**src/rtl/cqsi_pkg.sv**
```systemverilog
package cqsi_pkg;

	localparam int DEPTH      = 16;
	localparam int DATA_WIDTH = 32;
	localparam int IDX_W      = $clog2(DEPTH);
	localparam int CNT_W      = $clog2(DEPTH + 1);
	localparam int CAP_W      = 5;
	localparam int REQ_W      = 3;
	localparam int STAT_W     = 3;

	typedef logic [IDX_W-1:0]      idx_t;
	typedef logic [CNT_W-1:0]      cnt_t;
	typedef logic [DATA_WIDTH-1:0] data_t;

	localparam logic [REQ_W-1:0] REQ_ENQ    = 3'd0;
	localparam logic [REQ_W-1:0] REQ_DEQ    = 3'd1;
	localparam logic [REQ_W-1:0] REQ_PEEK   = 3'd2;
	localparam logic [REQ_W-1:0] REQ_SEARCH = 3'd3;
	localparam logic [REQ_W-1:0] REQ_INVERT = 3'd4;

	localparam logic [STAT_W-1:0] ST_OK       = 3'd0;
	localparam logic [STAT_W-1:0] ST_FULL     = 3'd1;
	localparam logic [STAT_W-1:0] ST_EMPTY    = 3'd2;
	localparam logic [STAT_W-1:0] ST_NOTFOUND = 3'd3;
	localparam logic [STAT_W-1:0] ST_TOOFEW   = 3'd4;

	// zero acts as one, anything past the store size acts as the store size
	function automatic cnt_t cap_eff(input logic [CAP_W-1:0] v);
		cnt_t r;
		if (v == '0) begin
			r = cnt_t'(1);
		end else if (int'(v) > DEPTH) begin
			r = cnt_t'(DEPTH);
		end else begin
			r = cnt_t'(v);
		end
		return r;
	endfunction

endpackage

```
**src/rtl/cqsi_ring_mem.sv**
```systemverilog
module cqsi_ring_mem (
	input  logic                 clk,
	input  logic                 we,
	input  cqsi_pkg::idx_t       waddr,
	input  cqsi_pkg::data_t      wdata,
	input  cqsi_pkg::idx_t       raddr,
	output cqsi_pkg::data_t      rdata
);

	cqsi_pkg::data_t mem [cqsi_pkg::DEPTH];

	always_ff @(posedge clk) begin
		if (we) begin
			mem[waddr] <= wdata;
		end
		rdata <= mem[raddr];
	end

endmodule

```
**src/rtl/cqsi_slot_unit.sv**
```systemverilog
module cqsi_slot_unit (
	input  cqsi_pkg::idx_t base,
	input  cqsi_pkg::cnt_t offset,
	input  cqsi_pkg::cnt_t cap,
	output cqsi_pkg::idx_t slot
);

	logic [cqsi_pkg::CNT_W:0] sum;
	logic [cqsi_pkg::CNT_W:0] wrapped;

	// base < cap and offset <= cap, so one conditional subtract wraps it
	always_comb begin
		sum = {2'b00, base} + {1'b0, offset};
		if (sum >= {1'b0, cap}) begin
			wrapped = sum - {1'b0, cap};
		end else begin
			wrapped = sum;
		end
		slot = wrapped[cqsi_pkg::IDX_W-1:0];
	end

endmodule

```
**src/rtl/circular_queue_with_search_invert.sv**
```systemverilog
// channel | direction | handshake             | payload
// cfg     | in        | cfg_valid / cfg_ready | capacity_in_use
// in      | in        | in_valid / in_ready   | req_type, data_in
// out     | out       | out_valid / out_ready | status, data_out, found_position, entry_count
//
// Per request: enqueue writes in S_EXEC, dequeue and peek read via S_RD_WAIT unless empty,
// search scans to a match or the last entry, invert swaps end pairs via the S_INV_* states.
// The ring memory's registered read and the one shared slot adder set these steps.
// Reset (arst_n low) empties the queue and sets capacity to 16.
// A finished result waits in the output register; the next request is taken meanwhile.
module circular_queue_with_search_invert (
	input  logic                                clk,
	input  logic                                arst_n,
	input  logic                                cfg_valid,
	output logic                                cfg_ready,
	input  logic [cqsi_pkg::CAP_W-1:0]          capacity_in_use,
	input  logic                                in_valid,
	output logic                                in_ready,
	input  logic [cqsi_pkg::REQ_W-1:0]          req_type,
	input  logic signed [cqsi_pkg::DATA_WIDTH-1:0] data_in,
	output logic                                out_valid,
	input  logic                                out_ready,
	output logic [cqsi_pkg::STAT_W-1:0]         status,
	output logic signed [cqsi_pkg::DATA_WIDTH-1:0] data_out,
	output logic [cqsi_pkg::IDX_W-1:0]          found_position,
	output logic [cqsi_pkg::CNT_W-1:0]          entry_count
);

	localparam logic [3:0] S_IDLE    = 4'd0;
	localparam logic [3:0] S_EXEC    = 4'd1;
	localparam logic [3:0] S_RD_WAIT = 4'd2;
	localparam logic [3:0] S_SRCH    = 4'd3;
	localparam logic [3:0] S_INV_RA  = 4'd4;
	localparam logic [3:0] S_INV_RB  = 4'd5;
	localparam logic [3:0] S_INV_WA  = 4'd6;
	localparam logic [3:0] S_INV_WB  = 4'd7;
	localparam logic [3:0] S_FIN     = 4'd8;

	logic [3:0]                     state_q;
	logic [cqsi_pkg::REQ_W-1:0]     req_q;
	cqsi_pkg::data_t                key_q;
	cqsi_pkg::cnt_t                 cap_q;
	cqsi_pkg::idx_t                 head_q;
	cqsi_pkg::idx_t                 tail_q;
	cqsi_pkg::cnt_t                 held_q;
	cqsi_pkg::idx_t                 idx_q;
	cqsi_pkg::idx_t                 lo_q;
	cqsi_pkg::idx_t                 hi_q;
	cqsi_pkg::idx_t                 addr_a_q;
	cqsi_pkg::idx_t                 addr_b_q;
	cqsi_pkg::data_t                tmp_q;
	logic [cqsi_pkg::STAT_W-1:0]    res_status_q;
	cqsi_pkg::data_t                res_data_q;
	cqsi_pkg::idx_t                 res_pos_q;
	logic                           out_valid_q;

	cqsi_pkg::idx_t  slot_base;
	cqsi_pkg::cnt_t  slot_off;
	cqsi_pkg::idx_t  slot;
	logic            mem_we;
	cqsi_pkg::idx_t  mem_waddr;
	cqsi_pkg::data_t mem_wdata;
	cqsi_pkg::idx_t  mem_raddr;
	cqsi_pkg::data_t mem_rdata;

	logic            cfg_fire;
	logic            in_fire;
	logic            out_load;
	logic            is_full;
	logic            match;
	logic            last;
	logic            inv_more;
	cqsi_pkg::cnt_t  cap_new;

	assign cfg_ready = (state_q == S_IDLE);
	assign in_ready  = (state_q == S_IDLE) && !cfg_valid;
	assign cfg_fire  = cfg_valid && cfg_ready;
	assign in_fire   = in_valid && in_ready;
	assign out_load  = (state_q == S_FIN) && (!out_valid_q || out_ready);
	assign out_valid = out_valid_q;
	assign cap_new   = cqsi_pkg::cap_eff(capacity_in_use);

	assign is_full  = (held_q >= cap_q);
	assign match    = (mem_rdata == key_q);
	assign last     = ((cqsi_pkg::cnt_t'(idx_q) + cqsi_pkg::cnt_t'(1)) == held_q);
	assign inv_more = ((cqsi_pkg::cnt_t'(lo_q) + cqsi_pkg::cnt_t'(2)) < cqsi_pkg::cnt_t'(hi_q));

	cqsi_slot_unit u_slot (
		.base   (slot_base),
		.offset (slot_off),
		.cap    (cap_q),
		.slot   (slot)
	);

	cqsi_ring_mem u_mem (
		.clk   (clk),
		.we    (mem_we),
		.waddr (mem_waddr),
		.wdata (mem_wdata),
		.raddr (mem_raddr),
		.rdata (mem_rdata)
	);

	always_comb begin
		slot_base = head_q;
		slot_off  = '0;
		mem_we    = 1'b0;
		mem_waddr = slot;
		mem_wdata = key_q;
		mem_raddr = head_q;
		unique case (state_q)
			S_EXEC: begin
				if (req_q == cqsi_pkg::REQ_ENQ) begin
					slot_base = tail_q;
					slot_off  = cqsi_pkg::cnt_t'(1);
					mem_we    = !is_full;
				end else if (req_q == cqsi_pkg::REQ_SEARCH) begin
					mem_raddr = slot;
				end
			end
			S_RD_WAIT: begin
				slot_off = cqsi_pkg::cnt_t'(1);
			end
			S_SRCH: begin
				slot_off  = cqsi_pkg::cnt_t'(idx_q) + cqsi_pkg::cnt_t'(1);
				mem_raddr = slot;
			end
			S_INV_RA: begin
				slot_off  = cqsi_pkg::cnt_t'(lo_q);
				mem_raddr = slot;
			end
			S_INV_RB: begin
				slot_off  = cqsi_pkg::cnt_t'(hi_q);
				mem_raddr = slot;
			end
			S_INV_WA: begin
				mem_we    = 1'b1;
				mem_waddr = addr_a_q;
				mem_wdata = mem_rdata;
			end
			S_INV_WB: begin
				mem_we    = 1'b1;
				mem_waddr = addr_b_q;
				mem_wdata = tmp_q;
			end
			default: begin
			end
		endcase
	end

	always_ff @(posedge clk or negedge arst_n) begin
		if (!arst_n) begin
			state_q     <= S_IDLE;
			cap_q       <= cqsi_pkg::cnt_t'(cqsi_pkg::DEPTH);
			head_q      <= '0;
			tail_q      <= cqsi_pkg::idx_t'(cqsi_pkg::DEPTH - 1);
			held_q      <= '0;
			out_valid_q <= 1'b0;
		end else begin
			if (out_load) begin
				out_valid_q <= 1'b1;
			end else if (out_ready) begin
				out_valid_q <= 1'b0;
			end
			unique case (state_q)
				S_IDLE: begin
					if (cfg_fire) begin
						cap_q  <= cap_new;
						head_q <= '0;
						tail_q <= cqsi_pkg::idx_t'(cap_new - cqsi_pkg::cnt_t'(1));
						held_q <= '0;
					end else if (in_fire) begin
						state_q <= S_EXEC;
					end
				end
				S_EXEC: begin
					case (req_q)
						cqsi_pkg::REQ_ENQ: begin
							if (!is_full) begin
								tail_q <= slot;
								held_q <= held_q + cqsi_pkg::cnt_t'(1);
							end
							state_q <= S_FIN;
						end
						cqsi_pkg::REQ_DEQ, cqsi_pkg::REQ_PEEK: begin
							state_q <= (held_q == '0) ? S_FIN : S_RD_WAIT;
						end
						cqsi_pkg::REQ_SEARCH: begin
							state_q <= (held_q == '0) ? S_FIN : S_SRCH;
						end
						cqsi_pkg::REQ_INVERT: begin
							state_q <= (held_q < cqsi_pkg::cnt_t'(2)) ? S_FIN : S_INV_RA;
						end
						default: begin
							state_q <= S_FIN;
						end
					endcase
				end
				S_RD_WAIT: begin
					if (req_q == cqsi_pkg::REQ_DEQ) begin
						head_q <= slot;
						held_q <= held_q - cqsi_pkg::cnt_t'(1);
					end
					state_q <= S_FIN;
				end
				S_SRCH: begin
					if (match || last) begin
						state_q <= S_FIN;
					end
				end
				S_INV_RA: state_q <= S_INV_RB;
				S_INV_RB: state_q <= S_INV_WA;
				S_INV_WA: state_q <= S_INV_WB;
				S_INV_WB: state_q <= inv_more ? S_INV_RA : S_FIN;
				S_FIN: begin
					if (out_load) begin
						state_q <= S_IDLE;
					end
				end
				default: state_q <= S_IDLE;
			endcase
		end
	end

	always_ff @(posedge clk) begin
		unique case (state_q)
			S_IDLE: begin
				if (in_fire) begin
					req_q        <= req_type;
					key_q        <= data_in;
					res_status_q <= cqsi_pkg::ST_OK;
					res_data_q   <= '0;
					res_pos_q    <= '0;
				end
			end
			S_EXEC: begin
				case (req_q)
					cqsi_pkg::REQ_ENQ: begin
						if (is_full) begin
							res_status_q <= cqsi_pkg::ST_FULL;
						end
					end
					cqsi_pkg::REQ_DEQ, cqsi_pkg::REQ_PEEK: begin
						if (held_q == '0) begin
							res_status_q <= cqsi_pkg::ST_EMPTY;
						end
					end
					cqsi_pkg::REQ_SEARCH: begin
						res_status_q <= cqsi_pkg::ST_NOTFOUND;
						idx_q        <= '0;
					end
					cqsi_pkg::REQ_INVERT: begin
						if (held_q < cqsi_pkg::cnt_t'(2)) begin
							res_status_q <= cqsi_pkg::ST_TOOFEW;
						end
						lo_q <= '0;
						hi_q <= cqsi_pkg::idx_t'(held_q - cqsi_pkg::cnt_t'(1));
					end
					default: begin
					end
				endcase
			end
			S_RD_WAIT: res_data_q <= mem_rdata;
			S_SRCH: begin
				if (match) begin
					res_status_q <= cqsi_pkg::ST_OK;
					res_pos_q    <= idx_q;
				end
				idx_q <= idx_q + cqsi_pkg::idx_t'(1);
			end
			S_INV_RA: addr_a_q <= slot;
			S_INV_RB: begin
				tmp_q    <= mem_rdata;
				addr_b_q <= slot;
			end
			S_INV_WB: begin
				lo_q <= lo_q + cqsi_pkg::idx_t'(1);
				hi_q <= hi_q - cqsi_pkg::idx_t'(1);
			end
			S_FIN: begin
				if (out_load) begin
					status         <= res_status_q;
					data_out       <= res_data_q;
					found_position <= res_pos_q;
					entry_count    <= held_q;
				end
			end
			default: begin
			end
		endcase
	end

endmodule

```
**config.mk**
```make
export PLATFORM = sky130hd
export DESIGN_NAME = circular_queue_with_search_invert
export DESIGN_NICKNAME = d
export VERILOG_FILES = /design/src/rtl/cqsi_pkg.sv /design/src/rtl/cqsi_ring_mem.sv /design/src/rtl/cqsi_slot_unit.sv /design/src/rtl/circular_queue_with_search_invert.sv
export SDC_FILE = /design/constraint.sdc
export NUM_CORES = 1
export LEC_CHECK = 0
export BUFFER_PORTS_ARGS = -buffer_cell sky130_fd_sc_hd__buf_2
export CORE_UTILIZATION = 45
export CTS_CLUSTER_DIAMETER = 60
export CTS_CLUSTER_SIZE = 16
export DETAILED_ROUTE_END_ITERATION = 6
export PLACE_DENSITY = 0.58
export SETUP_SLACK_MARGIN = 0.4
export SLEW_MARGIN = 10
export SYNTH_ARGS = -nofsm -noshare
export SYNTH_HDL_FRONTEND = slang
export SYNTH_SLANG_ARGS = --single-unit
export TNS_END_PERCENT = 30
```
**constraint.sdc**
```tcl
create_clock -name clk -period 9.2 [get_ports clk]
set_input_delay 1.38 -clock clk [delete_from_list [all_inputs] [get_ports clk]]
set_output_delay 1.38 -clock clk [all_outputs]
set_load 0.03 [all_outputs]
```
==> results of run 1 <==
## cell families (layout without fill, tap and decap cells)
group / count (synthesis) / after routing / synth area share
AOI/OAI and AO/OA: 263 / 263 / 0.0589
and+or+nand+nor: 917 / 917 / 0.135
buffers and inverters: 148 / 276 / 0.0218
DFF: 737 / 737 / 0.731
xor gates and xnor gates: 49 / 49 / 0.0145
adders and majority gates: 28 / 28 / 0.0122
muxes: 77 / 77 / 0.0263
## Yosys cell counts (9+ instances only)
library cell,instances
edfxtp_1,682
nand2_1,518
nand3_1,234
mux2i_1,68
clkbuf_1,64
nor2_1,63
o21ai_0,62
a31oi_1,58
and2_1,43
buf_2,41
xnor2_1,40
a22oi_1,34
dfxtp_1,32
inv_1,28
ha_1,25
dfrtp_1,18
a21oi_1,17
a211o_1,13
o22ai_1,13
nand2b_1,12
o311ai_0,11
nor3_1,10
o21ai_1,10
mux2_2,9
nand4_1,9
xor2_1,9
## metal layers
layer | GRT usage | vias up | wire length, um
li1 | - | 8300 | -
met1 | 0.344 | 8931 | 34600
met2 | 0.320 | 733 | 31400
met3 | 0.0453 | 80 | 6450
met4 | 0.0493 | 0 | 1370
met5 | 0 | - | 0
## area by class of cell
cell class / count / area, um2 / share of cell area
inverters: 28 / 105 / 0.00319
multi-input cells: 1334 / 7520 / 0.228
flip-flops and latches: 737 / 21700 / 0.658
repair buffers: 147 / 901 / 0.0273
well taps: 855 / 1070 / 0.0325
clock inverters: 12 / 154 / 0.00467
clock buffers: 89 / 1510 / 0.0459
## power by group
| group | switching (mW) | internal (mW) | total, mW |
|---|---|---|---|
| registers | 0.266 | 4.10 | 4.36 |
| clock network | 1.15 | 1.20 | 2.35 |
| logic | 1.30 | 0.584 | 1.88 |
## how the worst max path moves through the flow
stage / startpoint / endpoint / cells after the start
5_1_grt: state_q[1]$_DFFE_PN0P_ / u_mem.mem[11][23]$_DFFE_PP_ / 18
3_3_place_gp: state_q[1]$_DFFE_PN0P_ / u_mem.mem[11][16]$_DFFE_PP_ / 18
3_5_place_dp: state_q[1]$_DFFE_PN0P_ / u_mem.mem[15][19]$_DFFE_PP_ / 18
6_report: state_q[1]$_DFFE_PN0P_ / u_mem.mem[15][8]$_DFFE_PP_ / 18
4_1_cts: state_q[1]$_DFFE_PN0P_ / u_mem.mem[15][31]$_DFFE_PP_ / 18
2_1_floorplan: state_q[3]$_DFFE_PN0P_ / u_mem.mem[3][0]$_DFFE_PP_ / 17
## state kept, by name, indices dropped and copies added (netlist names), 5 cells and up
signal / count
u_mem.mem: 512
data_out: 32
key_q: 32
res_data_q: 32
tmp_q: 32
u_mem.rdata: 32
cap_q: 5
entry_count: 5
held_q: 5
## worst reg2reg max path, cell delays in order, from the launching register on
cell,delay (ps)
dfrtp_1,650
nor2_1,250
nand2_1,360
nor4_1,950
mux2_2,420
ha_1,230
fa_1,470
a21o_1,170
a21oi_1,170
xor2_1,180
ha_1,270
and3_1,190
a221oi_2,420
o21ai_0,260
a21boi_0,540
a21oi_1,180
nor2_1,230
nand2_1,270
nor2_4,1030
## metrics by stage
stage                     instance area, um2  hold slack, ps   util  power [mW]
final                                  33000             419  0.509        8.59
after global routing                   33000             428  0.509        8.96
after CTS                              33000             421  0.509        8.63
after detailed placement               31300             405  0.483        6.30
after global placement                 31300             403  0.483        6.27
after floorplan                        29700             400      -        5.56
==> results_dict.tcl, run 1 <==
set metrics [dict create \
    path_max_fanout 32 \
    fin_cells 3202 \
    holdPathStages 0 \
    cp_top_family "simple AND/OR/NAND/NOR gates" \
    globalRouteTotalUtil 0.222 \
    avgSynthCellArea_um2 13.4 \
    p_per_area_mw_per_mm2 261 \
    clk_latency_ps 630 \
    r2r_cells 18 \
    setup_slack_ps 1560 \
    grt_pass1_wl_um 111000 \
    grt_pass1_vias 17300 \
    max_slew_margin 0.160 \
    drtPass1Iterations 6 \
    ctsResizeCount 0 \
    placed_cells 3101 \
    min_path_type "flop to flop" \
    post-place-ws_ps 1740 \
    nets 2375 \
    viasPerCell 5.64 \
    synth_top_area_cell "edfxtp_1" \
    skew_ps 20.5 \
    cp.arrival_ps 7880 \
    async_flop_share 0.0312 \
    yosys.area.top_type_share 0.690 \
    rsz0062_at_grt "false" \
    ant_nets 0 \
    final_max_slew_viol_count 0 \
    synth_seq_area_share 0.731 \
    min_period_over_period 0.831 \
    cp_slowest_cell "nor2_4" \
    initial_core_util 0.458 \
    syn-num-nets 2291 \
    max_stage_delay_ps 1030 \
    dieArea_mm2 0.0670 \
    portBuffers 91 \
    ys_seq_elements 737 \
    finalCriticalPeriod_ps 7640 \
    yosysWarnings 0 \
    route.detailed.drc 0 \
    syn_area_mm2 0.0297 \
    antenna_cells 0 \
    wl_per_cell_um 23.1 \
    min_to "data_out[14]$_DFFE_PP_" \
    route.vias.total 18000 \
    mostFrequentLayoutCells "682 x edfxtp_1, 516 x nand2_1, 234 x nand3_1, 91 x buf_2, 68 x mux2i_1" \
    tns_ps 0 \
    yosysUniqueCellTypes 66 \
    die_w_um 259 \
    core-area_mm2 0.0648 \
    cts_buffers 55 \
    holdCritStartpoint "res_data_q[14]$_SDFFCE_PN0P_" \
    start_kind "flop" \
    p_leak_nw 11.5 \
    dp_hpwl_um 46300 \
    fill_cells 5549 \
    clock.fmax_mhz 131 \
    post-cts-setup-buffers 0 \
    grt-ovfl-total 0 \
    antenna_found_initial 1 \
    path_clk_slew_ps 70 \
    path_cells "nor2_1 -> nand2_1 -> nor4_1 -> mux2_2 -> ha_1 -> fa_1 -> a21o_1 -> a21oi_1 -> xor2_1 -> ha_1 -> and3_1 -> a221oi_2 -> o21ai_0 -> a21boi_0 -> a21oi_1 -> nor2_1 -> nand2_1 -> nor2_4" \
    synth-edff-count 682 \
    final_layout_size_suffix_gt1_frac 0.114 \
    cts_tree "done" \
    path_buf_inv 0 \
    dieHeight_um 259 \
    r2r_end "u_mem.mem[15][8]$_DFFE_PP_" \
    crit_type "flop to flop" \
    critPathCaptureType "flop" \
    grt_start_max_net_pins 102 \
    syn_to_final_growth_pct 11.0 \
    maxCapViolCount 0 \
    cts_sinks 737 \
    r2r_slack_ps 1560 \
    synth_flop_cell "edfxtp_1" \
    wl_um 73800 \
    gp_congestion 0.901 \
    critPathRequiredTime_ps 9440 \
    status "completed" \
    final_common_cell "edfxtp_1" \
    synthTopCellsByArea "edfxtp_1 69%, nand2_1 6.6%, nand3_1 3.9%" \
    ios 92 \
    cts_hold_buffers 0 \
    hold_viol_final 0 \
    synthCells 2219 \
    rows 93 \
    drt_iter0_drc 1859 \
    cts_max_level 2 \
    rr_startpoint "state_q[1]$_DFFE_PN0P_" \
    root_buffer "clkbuf_16" \
    vdd_drop_max_mv 0.146 \
    finalSetupViolCount 0 \
    clockBufferDepth 3 \
    tightest_slew_ps 1260 \
]
(Power assumes the default switching activity.)
==> run 2, diff against run 1 <==
--- a/config.mk
+++ b/config.mk
@@ -10,7 +10,7 @@
 export CTS_CLUSTER_DIAMETER = 60
 export CTS_CLUSTER_SIZE = 16
 export DETAILED_ROUTE_END_ITERATION = 6
-export PLACE_DENSITY = 0.58
+export PLACE_DENSITY = 0.6
 export SETUP_SLACK_MARGIN = 0.4
 export SLEW_MARGIN = 10
 export SYNTH_ARGS = -nofsm -noshare
==> constraint.sdc (replaced) <==
create_clock -name clk -period 6.13 [get_ports clk]
set_input_delay 0.9195 -clock clk [delete_from_list [all_inputs] [get_ports clk]]
set_output_delay 0.9195 -clock clk [all_outputs]
set_load 0.03 [all_outputs]
==> run 2 against run 1 <==
Net effect:
- design area rose by 3.2%
- total power is 52% higher
- clock power grew 47%
- clock skew rose by 2.1 ps
- die area unchanged
- via count up 2.2%
- non-clock buffer count increased by 72
- sequential share of layout area down 2.0 points
- final cell count up 2.3%
- register-to-register slack worse by 1000 ps
- combinational power grew 64%
- sequential cell count unchanged
- critical path type unchanged
- critical endpoint is now u_mem.rdata[4]$_DFF_P_
==> results_dict.tcl, run 2 (synthesized netlist as in run 1, its figures left out) <==
set metrics [dict create \
    cts_buffers 55 \
    clk_latency_ps 640 \
    dieArea_mm2 0.0670 \
    antenna_cells 0 \
    drt_iter0_drc 2152 \
    route.vias.total 18400 \
    p_per_area_mw_per_mm2 384 \
    largest_reg_flops 512 \
    globalRouteTotalUtil 0.218 \
    finalSetupViolCount 0 \
    tightest_slew_ps 1200 \
    start_kind "flop" \
    die_w_um 259 \
    maxCapViolCount 0 \
    rsz0062_at_grt "true" \
    clock.fmax_mhz 179 \
    min_path_type "input port to asynchronous set/reset pin" \
    final_layout_size_suffix_gt1_frac 0.146 \
    r2r_cells 22 \
    final_max_slew_viol_count 0 \
    syn_to_final_growth_pct 14.6 \
    rows 93 \
    ant_nets 0 \
    hold_viol_final 0 \
    critPathRequiredTime_ps 6610 \
    status "completed" \
    r2r_end "u_mem.rdata[4]$_DFF_P_" \
    grt_pass1_vias 17800 \
    drtPass1Iterations 6 \
    fin_util 0.525 \
    critPathCaptureType "flop" \
    rr_startpoint "state_q[0]$_DFFE_PN0P_" \
    wl_per_cell_um 22.8 \
    mostFrequentLayoutCells "682 x edfxtp_1, 508 x nand2_1, 234 x nand3_1, 91 x buf_2, 87 x buf_4" \
    clockBufferDepth 3 \
    min_period_over_period 0.909 \
    dp_hpwl_um 46800 \
    path_clk_slew_ps 70 \
    r2r_slack_ps 560 \
    ios 92 \
    grt_start_max_net_pins 89 \
    cts_max_level 2 \
    post-place-ws_ps 244 \
    initial_core_util 0.458 \
    antenna_found_initial 2 \
    p_leak_nw 12.1 \
    root_buffer "clkbuf_16" \
    max_slew_margin 0.193 \
    core-area_mm2 0.0648 \
    nets 2449 \
    finalCriticalPeriod_ps 5570 \
    gp_congestion 0.918 \
    route.detailed.drc 0 \
    viasPerCell 5.63 \
    dieHeight_um 259 \
    wl_um 74700 \
    vdd_drop_max_mv 0.237 \
    cts_sinks 737 \
    setup_slack_ps 556 \
    final_common_cell "edfxtp_1" \
    tns_ps 0 \
    grt_pass1_wl_um 110000 \
    grt-ovfl-total 0 \
    skew_ps 22.6 \
    cp.arrival_ps 6050 \
    crit_type "flop to flop" \
    largest_register "u_mem.mem" \
    path_max_fanout 41 \
    cts_tree "done" \
    portBuffers 91 \
]
run 2: changes by cell type in the layout (fill, tap and decap cells not counted), sizes merged:
cell / change
inv: -2
clkinv: +5
clkinvlp: -2
buf: +68
clkbuf: +5
and2: +2
bufinv: -2
run 2: area by class of cell:
class	instances	area [um2]
sequential	737	21700
multi-input combinational	1336	7600
clock inverter	11	130
tap	855	1070
timing repair buffer	219	1890
inverter	28	105
clock buffer	90	1520
fill	5351	30800
run 2: routing by layer:
| metal | up-vias | GRT usage | wire [um] |
|---|---|---|---|
| met1 | 9135 | 0.316 | 32800 |
| li1 | 8450 | - | - |
| met4 | 0 | 0.0495 | 1440 |
| met3 | 106 | 0.0387 | 5860 |
| met2 | 750 | 0.342 | 34700 |
| met5 | - | 0 | 0 |
run 2: worst max-delay path, stage by stage, from the launching register on:
cell and delay (ps):
dfrtp_2 420, inv_2 110, nor2_1 70, nand2_1 120, nor4_2 70, buf_4 170, or4_1 530, ha_1 270
fa_1 470, a21o_1 170, a21oi_1 170, xor2_1 200, ha_1 300, and3_1 210, a221oi_4 380, o211ai_1 200
o211ai_2 170, and2_4 310, buf_16 240, buf_4 280, a31oi_1 120, a22oi_1 190, nand3_1 180
run 2: per-stage QoR:
stage / instances / instance area, um2 / power, mW / hold slack, ps
4_1_cts: 3257 / 33700 / 13.0 / 278
5_1_grt: 3276 / 34000 / 13.6 / 313
3_3_place_gp: 3149 / 31900 / 9.49 / 401
6_report: 3276 / 34000 / 13.1 / 293
2_1_floorplan: 2219 / 29700 / 8.37 / 400
3_5_place_dp: 3149 / 31900 / 9.55 / 405
run 2: power breakdown:
| part | leakage (nW) | switching (mW) | internal [mW] | total [mW] |
|---|---|---|---|---|
| logic | 4.56 | 2.04 | 1.05 | 3.09 |
| registers | 6.74 | 0.384 | 6.15 | 6.54 |
| clock network | 0.788 | 1.73 | 1.72 | 3.45 |
run 2: worst max path at each step:
stage               cells past startpoint  slack (ps)                   start                           to
CTS                                    21         330  state_q[0]$_DFFE_PN0P_  u_mem.mem[11][24]$_DFFE_PP_
floorplan                              19         160  state_q[3]$_DFFE_PN0P_    u_mem.mem[7][0]$_DFFE_PP_
global route                           22         360  state_q[0]$_DFFE_PN0P_       u_mem.rdata[4]$_DFF_P_
global placement                       20         320  state_q[2]$_DFFE_PN0P_   u_mem.mem[0][28]$_DFFE_PP_
finish                                 22         560  state_q[0]$_DFFE_PN0P_       u_mem.rdata[4]$_DFF_P_
detailed placement                     20         240  state_q[2]$_DFFE_PN0P_   u_mem.mem[0][12]$_DFFE_PP_
run 2: timing repair:
item,4_1_cts,5_1_grt
setup buffers,7,13
setup endpoints to repair,238,544
gates resized for setup,2,36
pin swaps,5,5
hold buffers,0,0
cloned,0,6
==> run 3, diff against run 2 <==
--- a/config.mk
+++ b/config.mk
@@ -10,6 +10,7 @@
 export CTS_CLUSTER_DIAMETER = 60
 export CTS_CLUSTER_SIZE = 16
 export DETAILED_ROUTE_END_ITERATION = 6
+export GPL_TIMING_DRIVEN = 0
 export PLACE_DENSITY = 0.6
 export SETUP_SLACK_MARGIN = 0.4
 export SLEW_MARGIN = 10
==> run 3 against run 2 <==
Net effect:
- utilization rose by 1.0 points
- count of clock-buffer cells in the layout fell by 18
- sequential share of layout area fell by 1.2 points
- clock skew rose by 3.4 ps
- register-to-register slack barely moved
- critical path type unchanged
- critical endpoint is now u_mem.rdata[26]$_DFF_P_
- largest power group unchanged
==> results_dict.tcl, run 3 (synthesized netlist as in run 1, its figures left out) <==
set metrics [dict create \
    route.vias.total 19300 \
    largest_reg_flops 512 \
    finalCriticalPeriod_ps 5590 \
    setup_slack_ps 544 \
    path_clk_slew_ps 70 \
    cts_buffers 55 \
    r2r_slack_ps 540 \
    fin_util 0.535 \
    post-place-ws_ps -1300 \
    tightest_slew_ps 1240 \
    cts_sinks 737 \
    crit_end "u_mem.rdata[26]$_DFF_P_" \
    grt_start_max_net_pins 36 \
    dp_hpwl_um 56800 \
    p_leak_nw 12.4 \
    largest_register "u_mem.mem" \
    rr_startpoint "state_q[1]$_DFFE_PN0P_" \
    antenna_found_initial 1 \
    p_sw_frac 0.325 \
    cp_slowest_cell "dfrtp_2" \
    cts_tree "done" \
    gp_congestion 0.889 \
    die_w_um 259 \
    min_path_type "input port to asynchronous set/reset pin" \
    viasPerCell 5.77 \
    globalRouteTotalUtil 0.244 \
    max_stage_delay_ps 450 \
    dpl_cell_area_mm2 0.0321 \
    syn_to_final_growth_pct 16.9 \
    critPathLaunch "state_q[1]$_DFFE_PN0P_" \
    final_layout_size_suffix_gt1_frac 0.187 \
    wl_um 82300 \
    dieHeight_um 259 \
    critPathRequiredTime_ps 6600 \
    placed_cells 3210 \
    rsz0062_at_grt "false" \
    clk_latency_ps 630 \
    clockBufferDepth 3 \
    vdd_drop_max_mv 0.216 \
    timing.hold.ws_ps 296 \
    core-area_mm2 0.0648 \
    cp.arrival_ps 6060 \
    path_buf_inv 3 \
    initial_core_util 0.458 \
    r2r_end "u_mem.rdata[26]$_DFF_P_" \
    p_per_area_mw_per_mm2 384 \
    pwr-share-comb 0.258 \
    skew_ps 26.0 \
    wl_per_cell_um 24.7 \
    portBuffers 91 \
    grt-ovfl-total 0 \
    min_period_over_period 0.911 \
    finalSetupViolCount 0 \
    final_common_cell "edfxtp_1" \
    seq_power_share 0.483 \
    start_kind "flop" \
    seqCellArea_mm2 0.0217 \
    rows 93 \
    ant_nets 0 \
    path_max_fanout 10 \
    antenna_cells 0 \
    nets 2525 \
    route.detailed.drc 0 \
    final_max_slew_viol_count 0 \
    max_slew_margin 0.173 \
    cts_hold_buffers 0 \
    fin_cells 3336 \
    hold_viol_final 0 \
    clock.fmax_mhz 179 \
    intPower_mw 8.99 \
    tns_ps 0 \
    cts_max_level 2 \
    dieArea_mm2 0.0670 \
    clkPwrFrac 0.259 \
    grt_pass1_vias 18500 \
    final_area_mm2 0.0347 \
    fill_cells 5287 \
    critical-path-top-cell-by-count "and2_1" \
    design_power_total_mw 13.3 \
    drtPass1Iterations 5 \
    p_switching_mw 4.33 \
    mostFrequentLayoutCells "682 x edfxtp_1, 507 x nand2_1, 222 x nand3_1, 115 x buf_2, 67 x mux2i_1" \
    maxCapViolCount 0 \
    status "completed" \
    critPathCaptureType "flop" \
    crit_type "flop to flop" \
    cp_top_family "compound AO/OA/AOI/OAI gates" \
    path_cells "buf_4 -> nor2_4 -> nand2_4 -> nor4_4 -> mux2_2 -> ha_2 -> fa_2 -> a21o_1 -> a21oi_1 -> xor2_1 -> ha_1 -> and3_1 -> a221oi_4 -> o21a_4 -> o211ai_4 -> and2_1 -> clkbuf_4 -> and2_1 -> buf_2 -> nand3_1 -> o311ai_0 -> o21ai_1" \
    root_buffer "clkbuf_16" \
    multi_input_area_mm2 0.00789 \
    crit_cells 22 \
    r2r_cells 22 \
    drt_iter0_drc 2271 \
    grt_pass1_wl_um 120000 \
    ios 92 \
]
-- run 3: cell types whose count changed in the layout (fill, tap and decap cells not counted), moves of 17 or more --
cell / change
buf_4: -24
clkbuf_2: +28
a22oi_2: +21
o21ai_0: -33
o21ai_1: +23
a22oi_1: -21
clkbuf_4: +17
buf_2: +24
-- run 3: routing by layer --
layer	global-route usage	up-vias	part of all wire
met5	0	-	0
met2	0.387	939	0.47
met3	0.0374	136	0.087
li1	-	8587	-
met4	0.0679	0	0.027
met1	0.349	9599	0.42
-- run 3: cell type report --
type | count | share of cell area
flip-flops and latches | 737 | 0.626
multi-input cells | 1336 | 0.227
inverters | 28 | 0.00310
clock inverters | 13 | 0.00372
clock buffers | 72 | 0.0424
well taps | 855 | 0.0308
plain buffers | 120 | 0.0211
repair buffers | 175 | 0.0458
-- run 3: how the worst min path moves through the flow --
stage / from / endpoint / slack, ps / cells after the start
after global routing: arst_n / held_q[1]$_DFFE_PN0P_ / 330 / 1
final: arst_n / held_q[3]$_DFFE_PN0P_ / 300 / 1
after CTS: arst_n / held_q[1]$_DFFE_PN0P_ / 290 / 1
after global placement: res_data_q[9]$_SDFFCE_PN0P_ / data_out[9]$_DFFE_PP_ / 400 / 0
after floorplan: res_data_q[0]$_SDFFCE_PN0P_ / data_out[0]$_DFFE_PP_ / 400 / 0
after detailed placement: res_data_q[15]$_SDFFCE_PN0P_ / data_out[15]$_DFFE_PP_ / 400 / 0
-- run 3: power groups by stage --
stage	sequential (mW)	clock, mW	combinational [mW]
CTS	6.44	3.49	3.22
finish	6.44	3.45	3.44
detailed placement	6.54	0	3.06
global placement	6.56	0	2.88
global route	6.48	3.67	3.67
floorplan	6.59	0	1.79
-- run 3: what timing repair did --
item,in CTS,in global routing
pin swaps,22,25
cloned,2,1
setup endpoints to repair,549,544
setup buffers,28,10
gates resized for setup,100,107
